**config.mk**
```make
export PLATFORM = sky130hd
export DESIGN_NAME = pat_unpack
export DESIGN_NICKNAME = d
export VERILOG_FILES = /design/src/design/pat_pkg.sv /design/src/design/pat_unpack.sv
export SDC_FILE = /design/constraint.sdc
export NUM_CORES = 1
export LEC_CHECK = 0
export ABC_AREA = 1
export BUFFER_PORTS_ARGS = -buffer_cell sky130_fd_sc_hd__buf_2
export CORE_AREA = 8 8 45 47
export DETAILED_ROUTE_END_ITERATION = 10
export DIE_AREA = 0 0 53 55
export PLACE_DENSITY = 0.78
export SLEW_MARGIN = 25
export SYNTH_ARGS = -nofsm -noshare
export SYNTH_HDL_FRONTEND = slang
export SYNTH_SLANG_ARGS = --single-unit
```
**constraint.sdc**
```tcl
create_clock -name vclk -period 0.8
set_clock_uncertainty 0.1 [all_clocks]
set_input_delay 0.08 -clock vclk [all_inputs]
set_output_delay 0.08 -clock vclk [all_outputs]
set_load 0.005 [all_outputs]
```
**src/design/pat_pkg.sv**
```systemverilog
// Shared types and constants for the packed 12-bit allocation table.
// Used by pat_unpack and packed_12bit_allocation_table. No dependencies.
package pat_pkg;

  // Field widths, fixed by the item format
  localparam int ENTRY_W   = 12;
  localparam int BYTE_W    = 8;
  localparam int OP_W      = 3;
  localparam int BADDR_W   = 13;
  localparam int LIMIT_W   = 13;
  localparam int PAIR_W    = 2 * BYTE_W;

  // Configuration port
  localparam int CFG_IDX_W = 1;
  localparam int CFG_W     = 13;

  // Default number of entries
  localparam int EntryCountDef = 4096;

  // Register reset values
  localparam logic [ENTRY_W-1:0] SEARCH_START_RST = 12'd2;
  localparam logic [LIMIT_W-1:0] SEARCH_LIMIT_RST = 13'd4096;

  // Operation codes
  typedef enum logic [OP_W-1:0] {
    OP_READ_ENTRY  = 3'd0,
    OP_WRITE_ENTRY = 3'd1,
    OP_FIND_FREE   = 3'd2,
    OP_READ_BYTE   = 3'd3,
    OP_WRITE_BYTE  = 3'd4
  } op_e;

  // Configuration register indexes
  typedef enum logic [CFG_IDX_W-1:0] {
    CFG_SEARCH_START = 1'b0,
    CFG_SEARCH_LIMIT = 1'b1
  } cfg_idx_e;

  // Request to the field unit: byte pair around an entry
  typedef struct packed {
    logic [PAIR_W-1:0]  pair;
    logic               odd;
    logic [ENTRY_W-1:0] value;
  } fld_req_t;

  // Answer from the field unit
  typedef struct packed {
    logic [ENTRY_W-1:0] entry;
    logic [PAIR_W-1:0]  merged;
  } fld_rsp_t;

endpackage

```
**src/design/pat_unpack.sv**
```systemverilog
// Field unit: extracts a 12-bit entry from its little-endian byte pair and
// merges a new value into the pair. Depends on pat_pkg.
module pat_unpack (
  input  pat_pkg::fld_req_t req_i,
  output pat_pkg::fld_rsp_t rsp_o
);
  import pat_pkg::*;

  // Odd entries sit in the upper 12 bits, even ones in the lower 12
  always_comb begin
    if (req_i.odd) begin
      rsp_o.entry  = req_i.pair[PAIR_W-1:PAIR_W-ENTRY_W];
      rsp_o.merged = {req_i.value, req_i.pair[PAIR_W-ENTRY_W-1:0]};
    end else begin
      rsp_o.entry  = req_i.pair[ENTRY_W-1:0];
      rsp_o.merged = {req_i.pair[PAIR_W-1:ENTRY_W], req_i.value};
    end
  end

endmodule

```
After elaboration in Yosys (flattened, before gate mapping) --
Cells that the tools add are included.
Operators by class: multiplexer cells 1
Operators with widths (count):
- $mux W28 | 1
Word-level totals: register bits after elaboration 0, bits of input ports 29

Longest topological paths before layout --
depth after elaboration 1, mapped depth 4

Worst setup path before layout --
No wires, ideal clock.
kind input port to output port, from in req_i[12] (netlist bit), to out rsp_o[10] (netlist bit), arrival time 431 ps, required time 620 ps, cell stages on the path 4, setup slack 189 ps, path buffers 1, cells stage by stage inv_2 > buf_6 > nand2_1 > nand2_1
RTL lines:
- start: declaration | RTL line pat_unpack.sv:4 | input pat_pkg::fld_req_t req_i,
- end: declaration | RTL line pat_unpack.sv:5 | output pat_pkg::fld_rsp_t rsp_o

==> flow_summary.ini <==
[pwr]
seqPwrFrac_pct = 0
peakVddDrop_mv = 0.235
power_frac_comb_pct = 100.0
pwr-share-clk_pct = 0
power.density_nw_per_um2 = 571
power.switching_mw = 0.204
p_int_mw = 0.215
sw_frac_of_total_pct = 48.7
p_leak_nw = 0.527

[critical_path]
arrival_ns = 0.59
crit_top_cell = nand2_1
crit_start = req_i[12]
critical_path_depth = 6
path_cells = buf_12, clkinv_8, buf_6, nand2_1, nand2_1, buf_2
path_class = in -> out
worstSetupStartpointType = input port
cp_max_fo = 8
required_ns = 0.62
cp_slowest_stage_delay_ns = 0.13
worst_path_max_delay_cell = buf_6
cp_top_family = buffers and inverters
endpoint = rsp_o[26]
cp.buffers_inverters = 4
end_kind = output port

[drt]
wl_um = 1790
via_count = 707
drcViolationCount = 0
drtIter0Drc = 8
firstDrtPassIters = 4
vias_per_cell = 4.31
final_antenna_net_count = 0
wl_per_cell_um = 10.9

[cells_and_area]
layout_commonest_cell = nand2_1
diodes = 0
regArea_um2 = 0
final_area_um2 = 733
nClkBuffers = 0
nets = 179
multi_input_area_um2 = 325
n_sequential_cell = 0
area_growth_pct = 95.3
mostFrequentLayoutCells = nand2_1, buf_2, buf_6
drive_above_1_share_pct = 45.9
fill_cells = 146

[synthesis]
ys_warn_count = 0
synth.top_cell.area_share_pct = 84.0
synthTopCellsByArea = nand2_1, buf_6, inv_2
syn_avg_cell_area_um2 = 4.17
syn_area_um2 = 375
syn-num-nets = 119
postSynthCellCount = 90
synth_top_area_cell = nand2_1
synth.distinct_cells = 3
synth_seq_area_share_pct = 0

[outcome]
status = finished, final reports clean

[die]
fp.dieW_um = 53
die-area_um2 = 2920
io_pins = 57
rows = 14
start_util_pct = 27.1
coreArea_um2 = 1380
die_h_um = 55

[global_route]
grt_pass1_wl_um = 2520
track_usage_pct = 10.4
antenna_found_initial = 0
grt_start_max_net_pins = 19
grt_pass1_vias = 602
grt-ovfl-total = 0

[sta]
layout_setup_ws_ns = 0.0275
clock.fmax_mhz = 1290
tns_ns = 0
period_share_pct = 96.6
tightest_slew_ns = 0.106
maxSlewHeadroom_pct = 92.9
period_needed_ns = 0.773
hold_viol = 0
setup_violations = 0
finalMaxSlewViolations = 0

[placed_design]
placed_area_um2 = 662
dp_slack_ns = -0.0345
io_buffers = 57
gp_congestion = 0.730
post-dp-hpwl_um = 1470

[hold_path]
hold_path.class = in -> out

[job]
cap_violations = 0
[cell usage after synthesis]
master    n
nand2_1  84
buf_6     5
inv_2     1
[layout make-up]
class	count	share of cell area [%]
inverter	1	2.22
multi-input combinational	84	44.4
tap	16	2.73
timing repair buffer	63	50.7
[worst min-delay path by stage]
stage | start | end | cells past startpoint
global route | req_i[7] | rsp_o[7] | 4
global placement | req_i[20] | rsp_o[23] | 4
CTS | req_i[17] | rsp_o[20] | 4
detailed placement | req_i[17] | rsp_o[20] | 4
floorplan | req_i[23] | rsp_o[22] | 2
finish | req_i[17] | rsp_o[20] | 4
[cell families after synthesis]
kind of cell | after synthesis | share of synthesized area [%]
and+or+nand+nor | 84 | 84.0
buffers and inverters | 6 | 16.0
[power by group through the flow]
stage | combinational, mW | sequential, mW | clock [mW]
2_1_floorplan | 0.177 | 0 | 0
3_3_place_gp | 0.374 | 0 | 0
3_5_place_dp | 0.381 | 0 | 0
4_1_cts | 0.387 | 0 | 0
5_1_grt | 0.469 | 0 | 0
6_report | 0.419 | 0 | 0
[routing by layer]
metal / vias to the layer above / wire, µm / global-route usage [%]
met3: 2 / 175 / 2.67
met1: 294 / 670 / 11.6
li1: 383 / - / -
met2: 28 / 926 / 19.5
met5: - / 0 / 0
met4: 0 / 14 / 1.29
[stage by stage]
stage,power [mW],hold WS (ns),util [%],cells
floorplan,0.177,0.149,-,90
global placement,0.374,0.331,47.8,163
detailed placement,0.381,0.333,47.8,163
CTS,0.387,0.336,48.4,163
global route,0.469,0.353,53.0,164
finish,0.419,0.330,53.0,164
[timing repair]
| item | CTS | global route |
|---|---|---|
| hold buffers | 0 | 0 |
| resized for setup | 2 | 19 |
| setup buffers | 0 | 0 |
| gates cloned | 0 | 1 |
| setup endpoints to repair | 21 | 28 |
| pin swaps | 0 | 3 |
No activity file was read; power rests on OpenSTA's default activity.
